==> config.mk <==
export PLATFORM = sky130hd
export DESIGN_NAME = ftyp_brand_sniffer
export DESIGN_NICKNAME = d
export VERILOG_FILES = /design/src/sv/fbs_pkg.sv /design/src/sv/fbs_input_stage.sv /design/src/sv/fbs_parser.sv /design/src/sv/fbs_result_stage.sv /design/src/sv/ftyp_brand_sniffer.sv
export SDC_FILE = /design/constraint.sdc
export NUM_CORES = 1
export LEC_CHECK = 0
export BUFFER_PORTS_ARGS = -buffer_cell sky130_fd_sc_hd__buf_2
export CAP_MARGIN = 25
export CELL_PAD_IN_SITES_DETAIL_PLACEMENT = 0
export CELL_PAD_IN_SITES_GLOBAL_PLACEMENT = 1
export CORE_UTILIZATION = 25
export DETAILED_ROUTE_END_ITERATION = 6
export GPL_ROUTABILITY_DRIVEN = 0
export HOLD_SLACK_MARGIN = 0.1
export PLACE_DENSITY_LB_ADDON = 0.3
export SETUP_SLACK_MARGIN = 0.5
export SYNTH_ARGS = -nofsm -noshare
export SYNTH_HDL_FRONTEND = slang
export SYNTH_SLANG_ARGS = --single-unit
==> constraint.sdc <==
create_clock -name clk -period 4.5 [get_ports clk]
set_input_delay 0.675 -clock clk [delete_from_list [all_inputs] [get_ports clk]]
set_output_delay 0.675 -clock clk [all_outputs]
set_load 0.02 [all_outputs]
==> src/sv/fbs_pkg.sv <==
// Shared types and constants of the ftyp brand sniffer.
package fbs_pkg;

    localparam int POS_W = 16;
    localparam logic [POS_W-1:0] POS_MAX = '1;

    localparam logic [POS_W-1:0] POS_SIZE_END  = POS_W'(3);
    localparam logic [POS_W-1:0] POS_TYPE_END  = POS_W'(7);
    localparam logic [POS_W-1:0] POS_LARGE_BEG = POS_W'(8);
    localparam logic [POS_W-1:0] POS_LARGE_END = POS_W'(15);

    localparam logic [POS_W-1:0] MINOR_END_STD   = POS_W'(15);
    localparam logic [POS_W-1:0] MINOR_END_LARGE = POS_W'(23);
    localparam logic [POS_W:0]   BODY_MIN_STD    = (POS_W+1)'(16);
    localparam logic [POS_W:0]   BODY_MIN_LARGE  = (POS_W+1)'(24);

    localparam logic [63:0] SIZE_LARGE   = 64'd1;
    localparam logic [63:0] MIN_SIZE_STD = 64'd16;
    localparam logic [63:0] MIN_SIZE_LRG = 64'd24;

    localparam logic [31:0] TAG_FTYP = 32'h6674_7970;
    localparam logic [31:0] TAG_MIF1 = 32'h6d69_6631;
    localparam logic [31:0] TAG_HEIC = 32'h6865_6963;
    localparam logic [31:0] TAG_MSF1 = 32'h6d73_6631;
    localparam logic [31:0] TAG_HEVC = 32'h6865_7663;
    localparam logic [31:0] TAG_AVIF = 32'h6176_6966;
    localparam logic [31:0] TAG_AVIS = 32'h6176_6973;

    typedef enum logic [1:0] {
        FMT_NONE = 2'd0,
        FMT_HEIF = 2'd1,
        FMT_AVIF = 2'd2
    } fmt_t;

    typedef struct packed {
        logic [7:0] data;
        logic       last;
    } byte_item_t;

    typedef struct packed {
        logic give;
        fmt_t fmt;
    } result_t;

endpackage

==> src/sv/fbs_input_stage.sv <==
// Input register that holds one byte transaction for the parser.
module fbs_input_stage (
    input  logic                clk,
    input  logic                rst_n,
    input  logic                byte_valid,
    output logic                byte_ready,
    input  logic [7:0]          data_byte,
    input  logic                end_of_data,
    input  logic                take,
    output logic                item_valid,
    output fbs_pkg::byte_item_t item
);

    logic                valid_reg;
    logic                valid_next;
    fbs_pkg::byte_item_t item_reg;

    assign byte_ready = !valid_reg || take;
    assign item_valid = valid_reg;
    assign item       = item_reg;

    always_comb
    begin
        valid_next = valid_reg;
        if (byte_valid && byte_ready)
        begin
            valid_next = 1'b1;
        end
        else if (take)
        begin
            valid_next = 1'b0;
        end
    end

    always_ff @(posedge clk or negedge rst_n)
    begin
        if (!rst_n)
        begin
            valid_reg <= 1'b0;
        end
        else
        begin
            valid_reg <= valid_next;
        end
    end

    always_ff @(posedge clk)
    begin
        if (byte_valid && byte_ready)
        begin
            item_reg.data <= data_byte;
            item_reg.last <= end_of_data;
        end
    end

endmodule

==> src/sv/fbs_parser.sv <==
// Box header and brand parser state with its per-byte next-state logic.
module fbs_parser (
    input  logic                clk,
    input  logic                rst_n,
    input  logic                step,
    input  fbs_pkg::byte_item_t item,
    output fbs_pkg::result_t    result
);

    typedef enum logic [4:0] {
        PH_SIZE   = 5'b00001,
        PH_TYPE   = 5'b00010,
        PH_LARGE  = 5'b00100,
        PH_BRANDS = 5'b01000,
        PH_DONE   = 5'b10000
    } phase_t;

    phase_t                    phase_reg, phase_next;
    logic [fbs_pkg::POS_W-1:0] pos_reg, pos_next;
    logic [63:0]               box_len_reg, box_len_next;
    logic [23:0]               word_reg, word_next;
    logic                      large_reg, large_next;
    logic                      heif_reg, heif_next;

    logic [31:0]               word_new;
    logic [63:0]               large_len;
    logic [fbs_pkg::POS_W:0]   pos_inc;
    logic [fbs_pkg::POS_W-1:0] minor_end;
    logic [fbs_pkg::POS_W:0]   body_min;
    logic                      parse_en;
    logic                      heif_now;
    logic                      give;
    fbs_pkg::fmt_t             fmt;

    assign word_new  = {word_reg, item.data};
    assign pos_inc   = {1'b0, pos_reg} + (fbs_pkg::POS_W+1)'(1);
    assign minor_end = large_reg ? fbs_pkg::MINOR_END_LARGE : fbs_pkg::MINOR_END_STD;
    assign body_min  = large_reg ? fbs_pkg::BODY_MIN_LARGE : fbs_pkg::BODY_MIN_STD;
    assign parse_en  = (phase_reg != PH_DONE) && (pos_reg != fbs_pkg::POS_MAX);
    assign large_len = (pos_reg == fbs_pkg::POS_LARGE_BEG) ? {56'd0, item.data}
                                                           : {box_len_reg[55:0], item.data};

    always_comb
    begin
        phase_next   = phase_reg;
        pos_next     = pos_reg;
        box_len_next = box_len_reg;
        word_next    = word_reg;
        large_next   = large_reg;
        heif_now     = heif_reg;
        give         = 1'b0;
        fmt          = fbs_pkg::FMT_NONE;

        if (parse_en)
        begin
            word_next = word_new[23:0];
            unique case (phase_reg)
                PH_SIZE:
                begin
                    if (pos_reg == fbs_pkg::POS_SIZE_END)
                    begin
                        box_len_next = {32'd0, word_new};
                        phase_next   = PH_TYPE;
                    end
                end
                PH_TYPE:
                begin
                    if (pos_reg == fbs_pkg::POS_TYPE_END)
                    begin
                        if (word_new != fbs_pkg::TAG_FTYP)
                        begin
                            give = 1'b1;
                        end
                        else if (box_len_reg == fbs_pkg::SIZE_LARGE)
                        begin
                            large_next = 1'b1;
                            phase_next = PH_LARGE;
                        end
                        else if (box_len_reg < fbs_pkg::MIN_SIZE_STD)
                        begin
                            give = 1'b1;
                        end
                        else
                        begin
                            large_next = 1'b0;
                            phase_next = PH_BRANDS;
                        end
                    end
                end
                PH_LARGE:
                begin
                    box_len_next = large_len;
                    if (pos_reg == fbs_pkg::POS_LARGE_END)
                    begin
                        if (large_len < fbs_pkg::MIN_SIZE_LRG)
                        begin
                            give = 1'b1;
                        end
                        else
                        begin
                            phase_next = PH_BRANDS;
                        end
                    end
                end
                PH_BRANDS:
                begin
                    // The minor version word is never compared against brands.
                    if ((pos_reg[1:0] == 2'b11) && (pos_reg != minor_end))
                    begin
                        if ((word_new == fbs_pkg::TAG_AVIF) || (word_new == fbs_pkg::TAG_AVIS))
                        begin
                            give = 1'b1;
                            fmt  = fbs_pkg::FMT_AVIF;
                        end
                        else if ((word_new == fbs_pkg::TAG_MIF1) ||
                                 (word_new == fbs_pkg::TAG_HEIC) ||
                                 (word_new == fbs_pkg::TAG_MSF1) ||
                                 (word_new == fbs_pkg::TAG_HEVC))
                        begin
                            heif_now = 1'b1;
                        end
                    end
                    if (!give && (box_len_reg == 64'(pos_inc)))
                    begin
                        give = 1'b1;
                        fmt  = heif_now ? fbs_pkg::FMT_HEIF : fbs_pkg::FMT_NONE;
                    end
                end
                default:
                begin
                end
            endcase
        end

        if (!give && item.last && (phase_reg != PH_DONE))
        begin
            give = 1'b1;
            fmt  = ((phase_next == PH_BRANDS) && (pos_inc >= body_min) && heif_now)
                   ? fbs_pkg::FMT_HEIF : fbs_pkg::FMT_NONE;
        end

        heif_next = heif_now;
        if (give)
        begin
            phase_next = PH_DONE;
        end

        if (item.last)
        begin
            phase_next   = PH_SIZE;
            pos_next     = '0;
            box_len_next = '0;
            word_next    = '0;
            large_next   = 1'b0;
            heif_next    = 1'b0;
        end
        else if (pos_reg != fbs_pkg::POS_MAX)
        begin
            pos_next = pos_inc[fbs_pkg::POS_W-1:0];
        end
    end

    assign result.give = step && give;
    assign result.fmt  = fmt;

    always_ff @(posedge clk or negedge rst_n)
    begin
        if (!rst_n)
        begin
            phase_reg   <= PH_SIZE;
            pos_reg     <= '0;
            box_len_reg <= '0;
            word_reg    <= '0;
            large_reg   <= 1'b0;
            heif_reg    <= 1'b0;
        end
        else if (step)
        begin
            phase_reg   <= phase_next;
            pos_reg     <= pos_next;
            box_len_reg <= box_len_next;
            word_reg    <= word_next;
            large_reg   <= large_next;
            heif_reg    <= heif_next;
        end
    end

endmodule

==> src/sv/fbs_result_stage.sv <==
// Output register that holds one verdict until the result transaction completes.
module fbs_result_stage (
    input  logic             clk,
    input  logic             rst_n,
    input  fbs_pkg::result_t result,
    output logic             space,
    output logic             result_valid,
    input  logic             result_ready,
    output logic             supported,
    output logic [1:0]       image_format
);

    logic          valid_reg;
    logic          valid_next;
    fbs_pkg::fmt_t fmt_reg;

    assign space        = !valid_reg || result_ready;
    assign result_valid = valid_reg;
    assign image_format = fmt_reg;
    assign supported    = (fmt_reg != fbs_pkg::FMT_NONE);

    always_comb
    begin
        valid_next = valid_reg;
        if (result.give)
        begin
            valid_next = 1'b1;
        end
        else if (result_ready)
        begin
            valid_next = 1'b0;
        end
    end

    always_ff @(posedge clk or negedge rst_n)
    begin
        if (!rst_n)
        begin
            valid_reg <= 1'b0;
        end
        else
        begin
            valid_reg <= valid_next;
        end
    end

    always_ff @(posedge clk)
    begin
        if (result.give)
        begin
            fmt_reg <= result.fmt;
        end
    end

endmodule

==> src/sv/ftyp_brand_sniffer.sv <==
// Top level of the ftyp brand sniffer: input register, parser and result register.
//
//   Channel   Signals                                   Role
//   byte      byte_valid, byte_ready, data_byte,        one file byte per transaction
//             end_of_data
//   result    result_valid, result_ready, supported,    at most one verdict per file
//             image_format
//
// One byte is taken per cycle while byte_ready is high; verdicts are registered after the parser.
// The parser updates its state from the byte held in the input register.
// Reset clears the parser to expect a new box size and empties both registers.
// While a verdict waits with result_ready low, one more byte is buffered and then
// byte_ready drops until the verdict is taken.
module ftyp_brand_sniffer (
    input  logic       clk,
    input  logic       rst_n,
    input  logic       byte_valid,
    output logic       byte_ready,
    input  logic [7:0] data_byte,
    input  logic       end_of_data,
    output logic       result_valid,
    input  logic       result_ready,
    output logic       supported,
    output logic [1:0] image_format
);

    fbs_pkg::byte_item_t item;
    fbs_pkg::result_t    result;
    logic                item_valid;
    logic                space;
    logic                step;

    assign step = item_valid && space;

    fbs_input_stage u_input (
        .clk         (clk),
        .rst_n       (rst_n),
        .byte_valid  (byte_valid),
        .byte_ready  (byte_ready),
        .data_byte   (data_byte),
        .end_of_data (end_of_data),
        .take        (step),
        .item_valid  (item_valid),
        .item        (item)
    );

    fbs_parser u_parser (
        .clk    (clk),
        .rst_n  (rst_n),
        .step   (step),
        .item   (item),
        .result (result)
    );

    fbs_result_stage u_result (
        .clk          (clk),
        .rst_n        (rst_n),
        .result       (result),
        .space        (space),
        .result_valid (result_valid),
        .result_ready (result_ready),
        .supported    (supported),
        .image_format (image_format)
    );

endmodule

==> results of run 1 <==
==> power by group <==
group          internal, uW  switching [uW]  leakage, uW
sequential             1220             147      0.00164
clock                   881             539     0.000291
combinational           172             252      0.00152
total                  2270             937      0.00345
==> through the flow <==
stage	instances	utilization, %	worst slack [ps]	power, uW
after floorplan	776	-	1680	1630
after global placement	1126	27.2	1120	1810
after detailed placement	1126	27.2	1030	1810
after CTS	1157	29.5	1010	3250
after global routing	1159	29.6	634	3370
final	1159	29.6	1020	3210
==> final cells by class <==
type / instances / area share, %
Clock buffer: 20 / 5.96
Clock inverter: 11 / 1.64
Inverter: 10 / 0.468
Multi-Input combinational cell: 589 / 43.6
Sequential cell: 124 / 39.4
Tap cell: 372 / 5.80
Timing Repair Buffer: 33 / 3.18
==> path summary, 6_finish.rpt <==
| kind | to | cells after the start |
|---|---|---|
| worst max-delay path | u_parser.box_len_reg[27] | 9 |
| worst min-delay path | u_input.item[3] | 1 |
| worst max register to register | u_parser.box_len_reg[27] | 9 |
| worst min register to register | u_parser.box_len_reg[59] | 2 |
| max in group asynchronous | u_parser.pos_reg[10] | 3 |
| min in group asynchronous | u_parser.pos_reg[15] | 2 |
==> synthesized netlist by cell type (11+ instances only) <==
library cell  number
a21oi_1           32
a22o_1            15
and3_1            28
buf_2             22
clkbuf_1          27
dfrtp_1          112
edfxtp_1          11
nand2_1          129
nand2b_1          26
nand3_1           50
nand4_1           13
nor2_1            48
nor4_1            23
o21ai_0           54
o31ai_1           29
xnor2_1           15
==> worst max-delay path, delay by kind of cell, from the launching register on <==
family,cells,cell delay [ps]
buf+inv,1,330
compound gates,2,220
fa+ha+maj,1,420
simple gates,5,1850
flops,1,540
==> timing repair <==
action                                 CTS  global route
endpoints found under the hold margin    0             1
hold buffers                             0             1
setup endpoints to repair                0             0
resized for setup                        0             0
==> metal layers <==
layer | vias to the layer above | track usage [%] | wire, um
met2 | 97 | 23.4 | 9300
met4 | 0 | 4.35 | 261
li1 | 2821 | - | -
met1 | 2813 | 21.3 | 9990
met5 | - | 0 | 0
met3 | 15 | 2.57 | 573
==> placed cells by master, fill, tap and decap left out, types with 5 or more instances in the layout <==
cell         n
nor2_1      47
clkbuf_16   18
and2_1       5
a22o_1      15
buf_2       16
dfrtp_1    112
nor4_1      23
nor3_1      10
nand4_1     13
and3b_1      5
o31ai_1     29
o21ai_0     54
xor2_1       9
nand2_1    129
a21oi_1     32
or2_2        5
a31oi_1      6
nand2b_1    26
inv_1       10
xnor2_1     15
a221oi_1     5
and3_1      28
buf_4       13
nand3_1     50
edfxtp_1    11
==> cell families (layout without fill, tap and decap cells) <==
group | count (synthesis) | in the layout | synth area share (%)
muxes | 2 | 2 | 0.307
buffers and inverters | 63 | 74 | 4.03
and+or+nand+nor | 389 | 389 | 30.2
xor gates and xnor gates | 25 | 25 | 3.36
DFF | 124 | 124 | 45.6
adders and majority gates | 4 | 4 | 0.723
AOI/OAI and AO/OA | 169 | 169 | 15.8
==> flow_summary.toml, run 1 <==
[outcome]
status = "completed"

[power]
peakVddDrop_uv = 284
power_density_mw_per_mm2 = 400
leakage_uw = 0.00345

[global_route]
grt_use_total_pct = 15.0
antenna_found_initial = 0
grt_pass1_vias = 5593
grt_max_degree = 71
grt_pass1_wl_um = 33100
grt_overflow = 0

[cells_and_area]
syn2layout_area_growth_pct = 15.8
largest_reg_flops = 64
final_layout_size_suffix_gt1_share_pct = 10.9
final_area_mm2 = 0.00802
final_nets = 792
fillers = 2890
multi_input_area_mm2 = 0.00350
diodes = 0
regArea_mm2 = 0.00316

[synthesis]
yosys_most_used_dff = "dfrtp_1"
netlist_area_mm2 = 0.00693
ys_ff_latch = 124
netlist.area_leader.share_pct = 40.5
yosysTopAreaCell = "dfrtp_1"
syn_inst = 776
avgSynthCellArea_um2 = 8.93
synthTopCellsByArea = "dfrtp_1 (40%), nand2_1 (7.0%), edfxtp_1 (4.8%)"
seq_area_frac_synth_pct = 45.6
synthArstFlopShare_pct = 91.1
yosysUniqueCellTypes = 69
syn-num-nets = 793
yosysWarningCount = 0
synth_edf_count = 11

[sta]
max_freq_mhz = 288
setup_violations = 0
timing_hold_violations_final = 0
rsz0062_at_grt = "false"
hold_ws_ps = 432
worstMarginPinSlew_ps = 965
tns_ps = 0
fin_skew_ps = 12.2
fin_crit_sh_pct = 77.3
slew_violations = 0
period_needed_ps = 3480
relSlewSlack_pct = 35.7

[clocking]
clockRootBuffer = "clkbuf_16"
numCtsBuffers = 17
tritoncts = "yes"
clkSinkCount = 124
clockBufferDepth = 2
cts_setup_buffers = 0
path_clk_slew_ps = 60
h-tree-depth = 4
insertion_delay_ps = 420

[critical_path]
startpoint_type = "flip-flop"
worstSetupEndpointType = "flip-flop"
slowest_stage = "or2_2"
cp_data_required_time_ps = 4820
rr_startpoint = "u_parser.pos_reg[0]"
cp-startpoint = "u_parser.pos_reg[0]"
arrival_ps = 3800
max_stage_delay_ps = 770
critPathMaxFanout = 51
path_class = "flip-flop to flip-flop"
crit_chain = "ha_1 > nand3_4 > nor4_4 > nor2_1 > o21ai_2 > or2_2 > buf_4 > nand2_1 > o31ai_1"
worst-r2r-setup-slack_ps = 1020

[routing]
drt_iter0_markers = 276
drt-total-wl_um = 20100
dr.pass1.iters = 5
drc_errors = 0
viasPerCell = 4.96
ant_nets = 0
wl_per_cell_um = 17.4
dr_total_vias = 5746

[placement]
dpl-instance-area_mm2 = 0.00738
io_buffers = 17
hpwlAfterDp_um = 13900

[min_path]
hold_class = "primary input to flip-flop"
holdCritStartpoint = "data_byte[2]"

[floorplanning]
io_pins = 18
die_height_um = 168
initial_core_util_pct = 25.6
core_mm2 = 0.0271
die-area_mm2 = 0.0284
fp.dieW_um = 168
rows = 60

[job]
maxCapViolCount = 0
No activity file was read; power rests on OpenSTA's default activity.
==> run 2: changes to the inputs <==
clock period = 3.6 ns   (was 4.5 ns; I/O delays follow)
==> run 2 against run 1 <==
Compared with the run above: clock-buffer cell count unchanged; register-to-register slack worse by 370 ps; sequential share of layout area down 1.2 points; final area up 3.5%; sequential power up 24%; critical path type unchanged; largest power group unchanged.
==> flow_summary.toml, run 2 (same netlist as run 1, synthesis figures left out) <==
[outcome]
status = "completed"

[power]
power_density_mw_per_mm2 = 511
leakage_uw = 0.00360
power.total_uw = 4240
peakVddDrop_uv = 317

[global_route]
grt_pass1_vias = 5747
antenna_found_initial = 0
grt_use_total_pct = 15.4
grt_overflow = 0
grt_max_degree = 68
grt_pass1_wl_um = 33800

[sta]
hold_ws_ps = 161
tns_ps = 0
fin_crit_sh_pct = 81.8
worstMarginPinSlew_ps = 697
period_needed_ps = 2950
fin_skew_ps = 19.8
slew_violations = 0
timing_hold_violations_final = 0
rsz0062_at_grt = "false"
setup_violations = 0
max_freq_mhz = 339
relSlewSlack_pct = 53.5

[floorplanning]
fp.dieW_um = 168
initial_core_util_pct = 25.6
io_pins = 18
die-area_mm2 = 0.0284
die_height_um = 168
core_mm2 = 0.0271
rows = 60

[cells_and_area]
final_area_mm2 = 0.00830
diodes = 0
final_common_cell = "nand2_1"
layout_common_cells = "nand2_1 (129), dfrtp_1 (104), o21ai_0 (54), nand3_1 (50), nor2_1 (47)"
final_cells = 1180
final_nets = 812
largest_reg_flops = 64
final_layout_size_suffix_gt1_share_pct = 15.8
syn2layout_area_growth_pct = 19.8
fillers = 2849

[routing]
drc_errors = 0
wl_per_cell_um = 17.4
dr_total_vias = 5839
dr.pass1.iters = 7
drt-total-wl_um = 20500
ant_nets = 0
viasPerCell = 4.95
drt_iter0_markers = 391

[critical_path]
critPathMaxFanout = 10
r2r_cells = 11
worst-r2r-setup-slack_ps = 650
worstSetupEndpointType = "flip-flop"
path_class = "flip-flop to flip-flop"
cp-startpoint = "u_parser.pos_reg[1]"
startpoint_type = "flip-flop"
cp_data_required_time_ps = 3730
arrival_ps = 3070
rr_startpoint = "u_parser.pos_reg[1]"

[clocking]
numCtsBuffers = 17
clkSinkCount = 124
h-tree-depth = 4
insertion_delay_ps = 430
clockRootBuffer = "clkbuf_16"
clockBufferDepth = 2
tritoncts = "yes"
path_clk_slew_ps = 60

[job]
maxCapViolCount = 0

[placement]
hpwlAfterDp_um = 14000
io_buffers = 17
post-place-cells = 1140
dpl-instance-area_mm2 = 0.00747

[min_path]
hold_class = "primary input to asynchronous set/reset pin"
run 2: metal layers:
layer | track usage, % | wire length (um)
met2 | 23.7 | 9510
met5 | 0 | 0
met4 | 4.47 | 216
met1 | 22.0 | 10100
met3 | 2.60 | 732
run 2: final cells by class:
cell class	count	area (um^2)	share of cell area, %
Tap cell	372	465	5.61
Multi-Input combinational cell	589	3590	43.2
Clock inverter	12	205	2.47
Timing Repair Buffer	53	370	4.46
Inverter	10	37.5	0.452
Clock buffer	20	467	5.62
Sequential cell	124	3170	38.2
run 2: what timing repair did:
action                                  in CTS  in global routing
buffers inserted                             0                  8
endpoints found under the setup margin      41                 28
pin swaps                                    2                  5
hold buffers                                 0                  0
gates resized for setup                     10                 13
hold endpoints to repair                     0                  0
run 2: through the flow:
step	utilization, %	setup slack (ps)
2_1_floorplan	-	778
3_3_place_gp	27.6	90.9
3_5_place_dp	27.6	153
4_1_cts	30.2	404
5_1_grt	30.6	507
6_report	30.6	654
run 2: worst paths after layout:
path | to
max | u_result.image_format[1]
min | u_parser.pos_reg[8]
max reg2reg | u_result.image_format[1]
min reg2reg | u_parser.box_len_reg[58]
max in group asynchronous | u_parser.word_reg[6]
min in group clk | u_input.item[8]
run 2: worst max-delay path, stage by stage (launching register included):
cell       delay, ps
dfrtp_2          450
ha_4             210
nand3_4          170
nor4_4            90
buf_4            170
nor4b_2          430
and3_1           270
nand4_1          100
buf_4            180
o2111ai_2        230
a21oi_1          130
nor2_1           210
run 2: where the power goes:
| group | switching (uW) | internal, uW | total, uW |
|---|---|---|---|
| Clock | 676 | 1290 | 1970 |
| Sequential | 171 | 1530 | 1700 |
| Combinational | 341 | 239 | 580 |
